$ cat src/rtl/hstm_pkg.sv
// hstm_pkg: shared types and constants for the hdr to sdr tone map block
// no dependencies
`default_nettype none
package hstm_pkg;
    localparam int CODE_W = 10;
    localparam int DELTA_W = 16;
    localparam int COEF_W = 18;
    localparam int SCALE_W = 10;
    localparam int LANES = 4;
    localparam int CFG_IDX_W = 3;
    localparam int CFG_DATA_W = 18;

    localparam logic [CFG_IDX_W-1:0] REG_RED_COEF = 3'd0;
    localparam logic [CFG_IDX_W-1:0] REG_BLUE_COEF = 3'd1;
    localparam logic [CFG_IDX_W-1:0] REG_GCB_COEF = 3'd2;
    localparam logic [CFG_IDX_W-1:0] REG_GCR_COEF = 3'd3;
    localparam logic [CFG_IDX_W-1:0] REG_CB_SCALE = 3'd4;
    localparam logic [CFG_IDX_W-1:0] REG_CR_SCALE = 3'd5;
    localparam logic [CFG_IDX_W-1:0] REG_CHROMA_MIN = 3'd6;
    localparam logic [CFG_IDX_W-1:0] REG_CHROMA_MAX = 3'd7;

    typedef struct packed {
        logic        [0:0]  req_type;
        logic        [15:0] cb_code;
        logic        [15:0] cr_code;
        logic        [15:0] y_top_left;
        logic        [15:0] y_top_right;
        logic        [15:0] y_bottom_left;
        logic        [15:0] y_bottom_right;
        logic        [9:0]  lut_index;
        logic        [7:0]  lut_value;
    } in_item_t;

    typedef struct packed {
        logic [7:0] out_y_top_left;
        logic [7:0] out_y_top_right;
        logic [7:0] out_y_bottom_left;
        logic [7:0] out_y_bottom_right;
        logic [7:0] out_cb;
        logic [7:0] out_cr;
    } out_item_t;

    typedef struct packed {
        logic signed [COEF_W-1:0]  red_coef;
        logic signed [COEF_W-1:0]  blue_coef;
        logic signed [COEF_W-1:0]  gcb_coef;
        logic signed [COEF_W-1:0]  gcr_coef;
        logic        [SCALE_W-1:0] cb_scale;
        logic        [SCALE_W-1:0] cr_scale;
        logic        [7:0]         chroma_min;
        logic        [7:0]         chroma_max;
    } cfg_t;

    // lookup index: 16-bit wrapped luma plus delta, clamped to 0..1023
    function automatic logic [CODE_W-1:0] clamp_index(input logic [CODE_W-1:0] y,
                                                      input logic signed [DELTA_W-1:0] d);
        logic signed [DELTA_W-1:0] s;
        s = $signed({6'd0, y}) + d;
        if (s < 0)
            return '0;
        else if (s > 16'sd1023)
            return 10'd1023;
        else
            return s[CODE_W-1:0];
    endfunction
endpackage
`default_nettype wire

$ cat src/rtl/hstm_chroma.sv
// hstm_chroma: merge stage, gamut rows and chroma re-encode from top-left lane
// depends on hstm_pkg
`default_nettype none
module hstm_chroma (
    input  wire logic             clk,
    input  wire logic             en,
    input  wire hstm_pkg::cfg_t   cfg,
    input  wire logic [7:0]       r,
    input  wire logic [7:0]       g,
    input  wire logic [7:0]       b,
    input  wire logic [7:0]       luma,
    output logic [7:0]            cb,
    output logic [7:0]            cr
);
    import hstm_pkg::*;

    logic signed [19:0] rs, bs;
    logic [7:0] r709_reg, b709_reg, y_reg;

    always_comb
    begin
        rs = (20'sd425 * $signed({12'd0, r}) - 20'sd150 * $signed({12'd0, g})
              - 20'sd19 * $signed({12'd0, b}) + 20'sd128) >>> 8;
        bs = (-20'sd5 * $signed({12'd0, r}) - 20'sd26 * $signed({12'd0, g})
              + 20'sd287 * $signed({12'd0, b}) + 20'sd128) >>> 8;
    end

    function automatic logic [7:0] enc(input logic [7:0] p, input logic [7:0] yy,
                                       input logic [SCALE_W-1:0] sc,
                                       input logic [7:0] lo, input logic [7:0] hi);
        logic signed [21:0] c;
        c = 22'sd128 + (($signed({14'd0, p}) - $signed({14'd0, yy}))
             * $signed({12'd0, sc}) + 22'sd128 >>> 8);
        if (c < $signed({14'd0, lo})) c = $signed({14'd0, lo});
        if (c > $signed({14'd0, hi})) c = $signed({14'd0, hi});
        return c[7:0];
    endfunction

    always_ff @(posedge clk)
    begin
        if (en)
        begin
            r709_reg <= (rs < 0) ? 8'd0 : (rs > 20'sd255) ? 8'd255 : rs[7:0];
            b709_reg <= (bs < 0) ? 8'd0 : (bs > 20'sd255) ? 8'd255 : bs[7:0];
            y_reg <= luma;
            cb <= enc(b709_reg, y_reg, cfg.cb_scale, cfg.chroma_min, cfg.chroma_max);
            cr <= enc(r709_reg, y_reg, cfg.cr_scale, cfg.chroma_min, cfg.chroma_max);
        end
    end
endmodule
`default_nettype wire

$ cat config.mk
export PLATFORM = sky130hd
export DESIGN_NAME = hstm_chroma
export DESIGN_NICKNAME = d
export VERILOG_FILES = /design/src/rtl/hstm_pkg.sv /design/src/rtl/hstm_chroma.sv
export SDC_FILE = /design/constraint.sdc
export NUM_CORES = 1
export LEC_CHECK = 0
export BUFFER_PORTS_ARGS = -buffer_cell sky130_fd_sc_hd__buf_2
export CAP_MARGIN = 25
export CORE_ASPECT_RATIO = 2
export CORE_MARGIN = 5
export CORE_UTILIZATION = 45
export CTS_CLUSTER_DIAMETER = 80
export DETAILED_ROUTE_END_ITERATION = 7
export PLACE_DENSITY = 0.63
export SYNTH_ARGS = -nofsm -noshare
export SYNTH_HDL_FRONTEND = slang
export SYNTH_SLANG_ARGS = --single-unit
$ cat constraint.sdc
create_clock -name clk -period 11.3 [get_ports clk]
set_input_delay 1.695 -clock clk [delete_from_list [all_inputs] [get_ports clk]]
set_output_delay 1.695 -clock clk [all_outputs]
set_load 0.02 [all_outputs]
# Yosys cells after proc, flatten, opt, wreduce, memory -nomap -nowiden

Index checks and enable logic that the tools add are counted.

Register bits after elaboration: 40
Output and inout bits: 16

Add/subtract/negate cells: 12
Multipliers: 8
Magnitude comparators: 8
Muxes and demuxes: 8

Operators with widths:

| cell                                                                              | number |
|---|---|
| 22-bit two-way mux                                                                | 4 |
| 22-bit by 9-bit greater-than comparator with 1-bit output                         | 2 |
| 20-bit by 9-bit adder with 21-bit output (second input constant)                  | 2 |
| 19-bit by 9-bit adder with 20-bit output (second input constant)                  | 2 |
| 9-bit by 11-bit multiplier with 20-bit output                                     | 2 |
| 9-bit by 8-bit multiplier with 17-bit output (first input constant)               | 2 |
| 8-bit two-way mux                                                                 | 4 |
| 9-bit by 13-bit adder with 14-bit output (first input constant)                   | 2 |
| 14-bit by 9-bit less-than comparator with 1-bit output                            | 2 |
| 12-bit by 9-bit greater-than comparator with 1-bit output (second input constant) | 2 |
| 12-bit by 1-bit less-than comparator with 1-bit output (second input constant)    | 2 |
| 15-bit by 18-bit adder with 19-bit output                                         | 1 |
| 18-bit by 14-bit subtractor with 19-bit output                                    | 1 |
| 17-bit by 16-bit subtractor with 18-bit output                                    | 1 |
| 8-bit by 8-bit subtractor with 9-bit output                                       | 2 |
| 7-bit by 8-bit multiplier with 15-bit output (first input constant)               | 1 |
| 13-bit by 14-bit subtractor with 15-bit output                                    | 1 |
| 4-bit by 9-bit multiplier with 13-bit output (first input constant)               | 1 |
| 5-bit by 8-bit multiplier with 13-bit output (first input constant)               | 1 |
| 4-bit by 8-bit multiplier with 12-bit output (first input constant)               | 1 |

# Longest topological paths before layout

Gate-level depths: netlist of the first run.

Word-level depth: 9
Gate-level depth with buffers: 48
Depth with buffers taken out: 46

# Least setup slack after synthesis of the first run

Ideal clock, no wire load.

Path kind: register -> register
Start point: register r709_reg[0]
End point: register cr[1], data pin
Setup time: 260 ps
Arrival: 10,089 ps
Data required time: 11,040 ps
Path slack: 952 ps
Cell stages (with the launch flop): 47
Path buffers: 2
Clock period less this slack: 10,348 ps
Path through: edfxtp_1 inv_1 ha_1 fa_1 nor2b_1 o21ai_0 nand2b_1 a21o_1 a21o_1 a21o_1 a21o_1 clkbuf_1 or2_2 fa_1 fa_1 inv_1 fa_1 fa_1 [11 not listed] or4b_1 a31oi_1 o211ai_1 nor3_1 ha_1 clkbuf_1 mux2_2 ha_1 nor2b_1 o21a_1 o21a_1 o21ai_0 nand2b_1 a21oi_1 o21a_1 o2111ai_1 nand2_1 mux2_2

Longest elaborated chain between the ends: 9

Ends and longest elaborated chain:

| item                                                      | RTL line          | source |
|---|---|---|
| from (decl)                                               | hstm_chroma.sv:18 | `logic [7:0] r709_reg, b709_reg, y_reg;` |
| from (signal assigned)                                    | hstm_chroma.sv:43 | `r709_reg <= (rs < 0) ? 8'd0 : (rs > 20'sd255) ? 8'd255 : rs[7:0];` |
| 8-bit by 8-bit subtractor with 9-bit output (*)           | hstm_chroma.sv:32 | `c = 22'sd128 + (($signed({14'd0, p}) - $signed({14'd0, yy}))` |
| 9-bit by 11-bit multiplier with 20-bit output (*)         | hstm_chroma.sv:33 | `* $signed({12'd0, sc}) + 22'sd128 >>> 8);` |
| 20-bit by 9-bit adder with 21-bit output (*)              | hstm_chroma.sv:33 |  |
| 9-bit by 13-bit adder with 14-bit output (*)              | hstm_chroma.sv:32 |  |
| 14-bit by 9-bit less-than comparator with 1-bit output    | hstm_chroma.sv:34 | `if (c < $signed({14'd0, lo})) c = $signed({14'd0, lo});` |
| 22-bit two-way mux (*)                                    | hstm_chroma.sv:34 |  |
| 22-bit two-way mux (*)                                    | hstm_chroma.sv:41 | `if (en)` |
| 22-bit by 9-bit greater-than comparator with 1-bit output | hstm_chroma.sv:35 | `if (c > $signed({14'd0, hi})) c = $signed({14'd0, hi});` |
| 8-bit two-way mux (*)                                     | hstm_chroma.sv:35 |  |
| to (signal assigned)                                      | hstm_chroma.sv:47 | `cr <= enc(r709_reg, y_reg, cfg.cr_scale, cfg.chroma_min, cfg.chroma_max);` |
| to (decl)                                                 | hstm_chroma.sv:13 | `output logic [7:0] cr` |

Mark *: on every way between the ends. The rest lies on a longest branch, timed or not. The select of a mux whose other input is x is not followed.
A chain may end at the register's enable or synchronous reset.

# Worst setup path in the final report of the first run

Ends and elaborated chain as after synthesis.

==> results of run 1 <==
==> cell type report <==
cell class	count	area, um2	share of cell area [%]
Clock buffer	5	125	0.704
Clock inverter	3	21.3	0.120
Inverter	365	1370	7.71
Multi-Input combinational cell	1369	13900	78.1
Sequential cell	40	1200	6.76
Tap cell	454	568	3.19
Timing Repair Buffer	109	606	3.41
==> worst max-delay path, delay by kind of cell, from the launching register on <==
kind / cells / cell delay, ns
flops: 1 / 0.36
compound gates: 16 / 2.82
simple gates: 11 / 1.92
xor+xnor: 1 / 0.09
buf+inv: 3 / 0.34
mux: 2 / 0.66
fa+ha+maj: 11 / 4.13
==> metal layers <==
layer  vias up  GRT usage (%)  wire, um
met2       219           40.8     22500
met4         2           8.40      1970
met3        90           1.70      1080
li1       6132              -         -
met5         -              0        20
met1      6189           19.0     13500
==> cell usage in the layout, fill, tap and decap left out, types with 8 or more instances in the layout <==
cell        n
ha_1      395
inv_1     365
fa_1      196
and2_1     98
a21oi_1    95
buf_2      85
nor2_1     65
xnor2_1    61
o21ai_0    55
nand2_1    51
nand2b_1   47
a21o_1     41
edfxtp_1   40
xor2_1     39
buf_4      24
nor2b_1    23
nor3_1     20
nand3_1    18
mux2_2     18
o21a_1     16
or2_2      12
a31oi_1     8
nand4_1     8
o21bai_1    8
==> logic make-up after synthesis <==
logic type               after synthesis
flip-flops                            40
XOR/XNOR                             102
buffers and inverters                372
AO/OA/AOI/OAI                        275
AND/OR/NAND/NOR                      377
multiplexers                          24
adder cells (fa/ha/maj)              591
==> synthesized netlist by cell type, types with 5 or more instances <==
| master | count | area share, % |
|---|---|---|
| fa_1 | 196 | 24 |
| clkbuf_1 | 6 | 0.14 |
| nand3_1 | 18 | 0.55 |
| o211ai_1 | 6 | 0.27 |
| nor2b_1 | 23 | 0.88 |
| mux2i_1 | 5 | 0.30 |
| xor2_1 | 40 | 2.1 |
| or2_2 | 12 | 0.46 |
| ha_1 | 395 | 30 |
| o21ai_0 | 55 | 1.7 |
| nand2_1 | 52 | 1.2 |
| mux2_2 | 18 | 1.2 |
| xnor2_1 | 62 | 3.3 |
| a211oi_1 | 7 | 0.32 |
| nor2_1 | 65 | 1.5 |
| nor3_1 | 20 | 0.61 |
| a31oi_1 | 8 | 0.30 |
| or3_1 | 5 | 0.19 |
| edfxtp_1 | 40 | 7.3 |
| nand2b_1 | 47 | 1.8 |
| nand4_1 | 8 | 0.30 |
| o21bai_1 | 8 | 0.37 |
| and2_1 | 98 | 3.7 |
| o21a_1 | 16 | 0.73 |
| a21o_1 | 41 | 1.9 |
| inv_1 | 365 | 8.3 |
| a21oi_1 | 95 | 2.9 |
| a31o_2 | 5 | 0.27 |
==> through the flow <==
step	hold WS (ns)	setup slack, ns	utilization, %	cell area [um2]	std cells
after floorplan	1.38	0.952	-	16400	1781
after global placement	1.78	0.377	48.3	17500	2331
after detailed placement	1.81	0.278	48.3	17500	2331
after CTS	1.58	0.242	48.7	17700	2339
after global routing	1.58	0.0415	49.0	17800	2345
final	1.59	0.691	49.0	17800	2345
==> timing repair <==
item / in CTS / in global routing
endpoints found under the hold margin: 0 / 0
buffers inserted: 0 / 6
gates resized for setup: 0 / 7
setup endpoints to repair: 0 / 8
==> how the worst max path moves through the flow <==
stage / cells past startpoint / slack (ns) / endpoint / startpoint
after global placement: 42 / 0.38 / cr[1] / y_reg[1]
after CTS: 40 / 0.24 / cr[1] / y_reg[1]
after floorplan: 46 / 0.95 / cr[1] / r709_reg[0]
final: 44 / 0.69 / cr[1] / r709_reg[0]
after detailed placement: 40 / 0.28 / cr[1] / y_reg[1]
after global routing: 44 / 0.04 / cr[7] / r709_reg[0]
==> results.yml, run 1 <==
outcome:
  outcome: "finished, final reports clean"
synth:
  synth_edf_count: 40
  yosys_most_used_dff: "edfxtp_1"
  synth_simple_gate_area_share_pct: 12.6
  synthXorXnorAreaFrac_pct: 5.43
  synth_fa_ha_area_share_pct: 53.9
  synth_compound_area_share_pct: 10.6
  synthesis.area_um2: 16400
  muxShareOfSynthArea_pct: 1.61
  syn_avg_cell_area_um2: 9.23
  synthArstFlopShare_pct: 0
  synth.net_count: 2514
  syn_inst: 1781
  yosysWarnings: 0
  synth_seq_cells: 40
  synth_seq_area_share_pct: 7.30
  synth.distinct_cells: 65
  synth_top_family_by_area: "adder cells"
clock_tree:
  clkSinkCount: 40
  cts_buffers: 5
  cts-hold-fix-buffers: 0
  cts_max_path_buffers: 2
  cts_root_buf: "clkbuf_16"
  insertion_delay_ns: 0.29
  h-tree-depth: 2
  clkTransAtPathRegs_ns: 0.06
  cts_tree: "done"
routing:
  first_iter_violations: 334
  wire_per_inst_um: 16.7
  drtPass1Iterations: 7
  ant_nets: 0
  dr_total_vias: 12632
  drt_wl_total_um: 39100
  vias_per_cell: 5.39
  drc: 0
job:
  maxCapViolCount: 0
floorplan:
  die_h_um: 280
  start_util_pct: 45.3
  die_width_um: 145
  dieArea_um2: 40700
  ios: 158
  core_area_um2: 36300
  rows: 99
min_path:
  hold_end: "y_reg[5]"
  hp-class: "in2reg"
  hp-start: "luma[5]"
  whs_path_depth: 1
grt:
  grtUsageTotal_pct: 19.6
  grt_pass1_vias: 13792
  grt-ovfl-total: 0
  antenna_found_initial: 4
  grt_pass1_wl_um: 65100
  grt_start_max_net_pins: 41
worst_setup_path:
  path_class: "reg2reg"
  worstReg2RegStart: "r709_reg[0]"
  r2r_setup_slack_ns: 0.69
  worst-path-max-fanout: 11
  cp_slowest_cell: "fa_1"
  worst_path_most_repeated_cell: "fa_1"
  setup.worst_path.start_class: "flip-flop"
  max_stage_delay_ns: 0.58
  r2r-end: "cr[1]"
  worst_r2r_path_depth: 44
  end_kind: "flip-flop"
  cp.required_ns: 11.33
  crit_arrival_ns: 10.64
final_layout:
  fin_nets: 2623
  layout-drive-gt1-share_pct: 8.73
  nFillCells: 3494
  area_growth_pct: 8.13
  insertedDiodeCount: 0
timing:
  setup_viol: 0
  period_needed_ns: 10.61
  tightest_slew_ns: 0.896
  slew_violations: 0
  rsz0062_at_grt: "no"
  clock.fmax_mhz: 94.3
  hold_viol_final: 0
  fin_skew_ns: 0.00524
  relSlewSlack_pct: 39.5
  period_share_pct: 93.9
  finalSetupTns_ns: 0
place:
  place.gp.congestion: 0.906
  portBuffers: 85
  dp_hpwl_um: 35000
Power of run 1 is left out: the tool's default activity adds up to more than one toggle a clock period on the data nets, which glitch-free logic cannot reach.
==> run 2: changes to the inputs <==
--- a/config.mk
+++ b/config.mk
@@ -12,6 +12,7 @@
 export CORE_UTILIZATION = 45
 export CTS_CLUSTER_DIAMETER = 80
 export DETAILED_ROUTE_END_ITERATION = 7
+export MAX_ROUTING_LAYER = met4
 export PLACE_DENSITY = 0.63
 export SYNTH_ARGS = -nofsm -noshare
 export SYNTH_HDL_FRONTEND = slang
==> run 2 against run 1 <==
  * Highest routed layer is now met4
  * Utilization increased by 0.055 points
  * Critical endpoint is now cr[3]
  * Global-route usage rose by 0.54 points
  * Register-to-register slack hardly changed
  * Non-clock buffer count shrank 2
==> results.yml, run 2 (synthesis gave the netlist of run 1 again) <==
outcome:
  outcome: "finished, final reports clean"
worst_setup_path:
  worst-path-max-fanout: 11
  end_kind: "flip-flop"
  path_class: "reg2reg"
  cp_slowest_cell: "fa_1"
  setup.worst_path.start_class: "flip-flop"
  max_stage_delay_ns: 0.59
  crit_arrival_ns: 10.64
  cp.required_ns: 11.33
timing:
  setup_viol: 0
  relSlewSlack_pct: 36.8
  rsz0062_at_grt: "no"
  tightest_slew_ns: 0.937
  period_share_pct: 93.9
  period_needed_ns: 10.61
  clock.fmax_mhz: 94.3
  finalSetupTns_ns: 0
  fin_skew_ns: 0.00540
  slew_violations: 0
  hold_viol_final: 0
  holdWs_ns: 1.58
clock_tree:
  cts_root_buf: "clkbuf_16"
  cts_tree: "done"
  clkSinkCount: 40
  cts_buffers: 5
  h-tree-depth: 2
  cts_max_path_buffers: 2
  cts-hold-fix-buffers: 0
  insertion_delay_ns: 0.29
  clkTransAtPathRegs_ns: 0.06
routing:
  drtPass1Iterations: 4
  wire_per_inst_um: 16.7
  ant_nets: 0
  drc: 0
  drt_wl_total_um: 39200
  first_iter_violations: 356
  dr_total_vias: 12645
  vias_per_cell: 5.39
final_layout:
  post-route-cell-area_um2: 17800
  fin_nets: 2622
  layout-drive-gt1-share_pct: 8.84
  final_common_cell: "ha_1"
  fin_util_pct: 49.0
  final_cell_mix: "ha_1 (395), inv_1 (365), fa_1 (196)"
  area_growth_pct: 8.25
grt:
  grt_pass1_wl_um: 65100
  grt-ovfl-total: 0
  grtUsageTotal_pct: 20.1
  grt_start_max_net_pins: 41
  grt_pass1_vias: 13848
  antenna_found_initial: 5
place:
  portBuffers: 85
  dp_hpwl_um: 34900
  post_dp_cell_area_um2: 17500
  place.gp.congestion: 0.931
min_path:
  hp-class: "in2reg"
floorplan:
  rows: 99
  start_util_pct: 45.3
  ios: 158
  dieArea_um2: 40700
  die_h_um: 280
  core_area_um2: 36300
  die_width_um: 145
job:
  maxCapViolCount: 0
==> run 2: changes by cell type in the layout (fill, tap and decap cells not counted), sizes merged <==
| cell | before | now |
|---|---|---|
| buf | 109 | 107 |
| diode | 0 | 1 |
| xnor2 | 62 | 63 |
==> run 2: timing repair <==
item | in CTS | in global routing
setup endpoints to repair | 0 | 9
setup buffers | 0 | 4
resized for setup | 0 | 13
==> run 2: per-stage QoR <==
step / cells / setup WS, ns
global placement: 2331 / 0.389
CTS: 2339 / 0.190
detailed placement: 2331 / 0.254
finish: 2345 / 0.692
floorplan: 1781 / 0.952
global route: 2345 / 0.0113
==> run 2: area by class of cell <==
cell class	count	area, um2
Tap cell	454	568
Inverter	365	1370
Antenna cell	1	2.50
Fill cell	3479	18500
Clock inverter	3	21.3
Multi-Input combinational cell	1370	13900
Sequential cell	40	1200
Clock buffer	5	125
Timing Repair Buffer	107	591
==> run 2: metal layers <==
layer / track usage [%] / part of all wire, % / wire, um / vias up
met2: 41.1 / 57 / 22500 / 228
met3: 2.31 / 3.2 / 1240 / 99
met4: 7.73 / 4.9 / 1910 / 0
met5: - / 0 / 0 / -
li1: - / - / - / 6135
met1: 18.6 / 35 / 13600 / 6183
==> run 2: worst paths after layout <==
path,to,slack (ns),start,cells past startpoint
min,y_reg[5],1.58,luma[5],1
max,cr[3],0.69,y_reg[2],43
min reg2reg,cr[0],1.77,y_reg[1],9
max reg2reg,cr[3],0.69,y_reg[2],43
==> run 2: critical path: cells and delay by family (launching register included) <==
family	cells	cell delay (ns)
adder cells (fa/ha/maj)	10	4.07
AO/OA/AOI/OAI	16	2.82
AND/OR/NAND/NOR	12	2.18
multiplexers	2	0.68
flip-flops	1	0.36
buffers and inverters	2	0.18
XOR/XNOR	1	0.09
Power of run 2 is left out for the same reason.
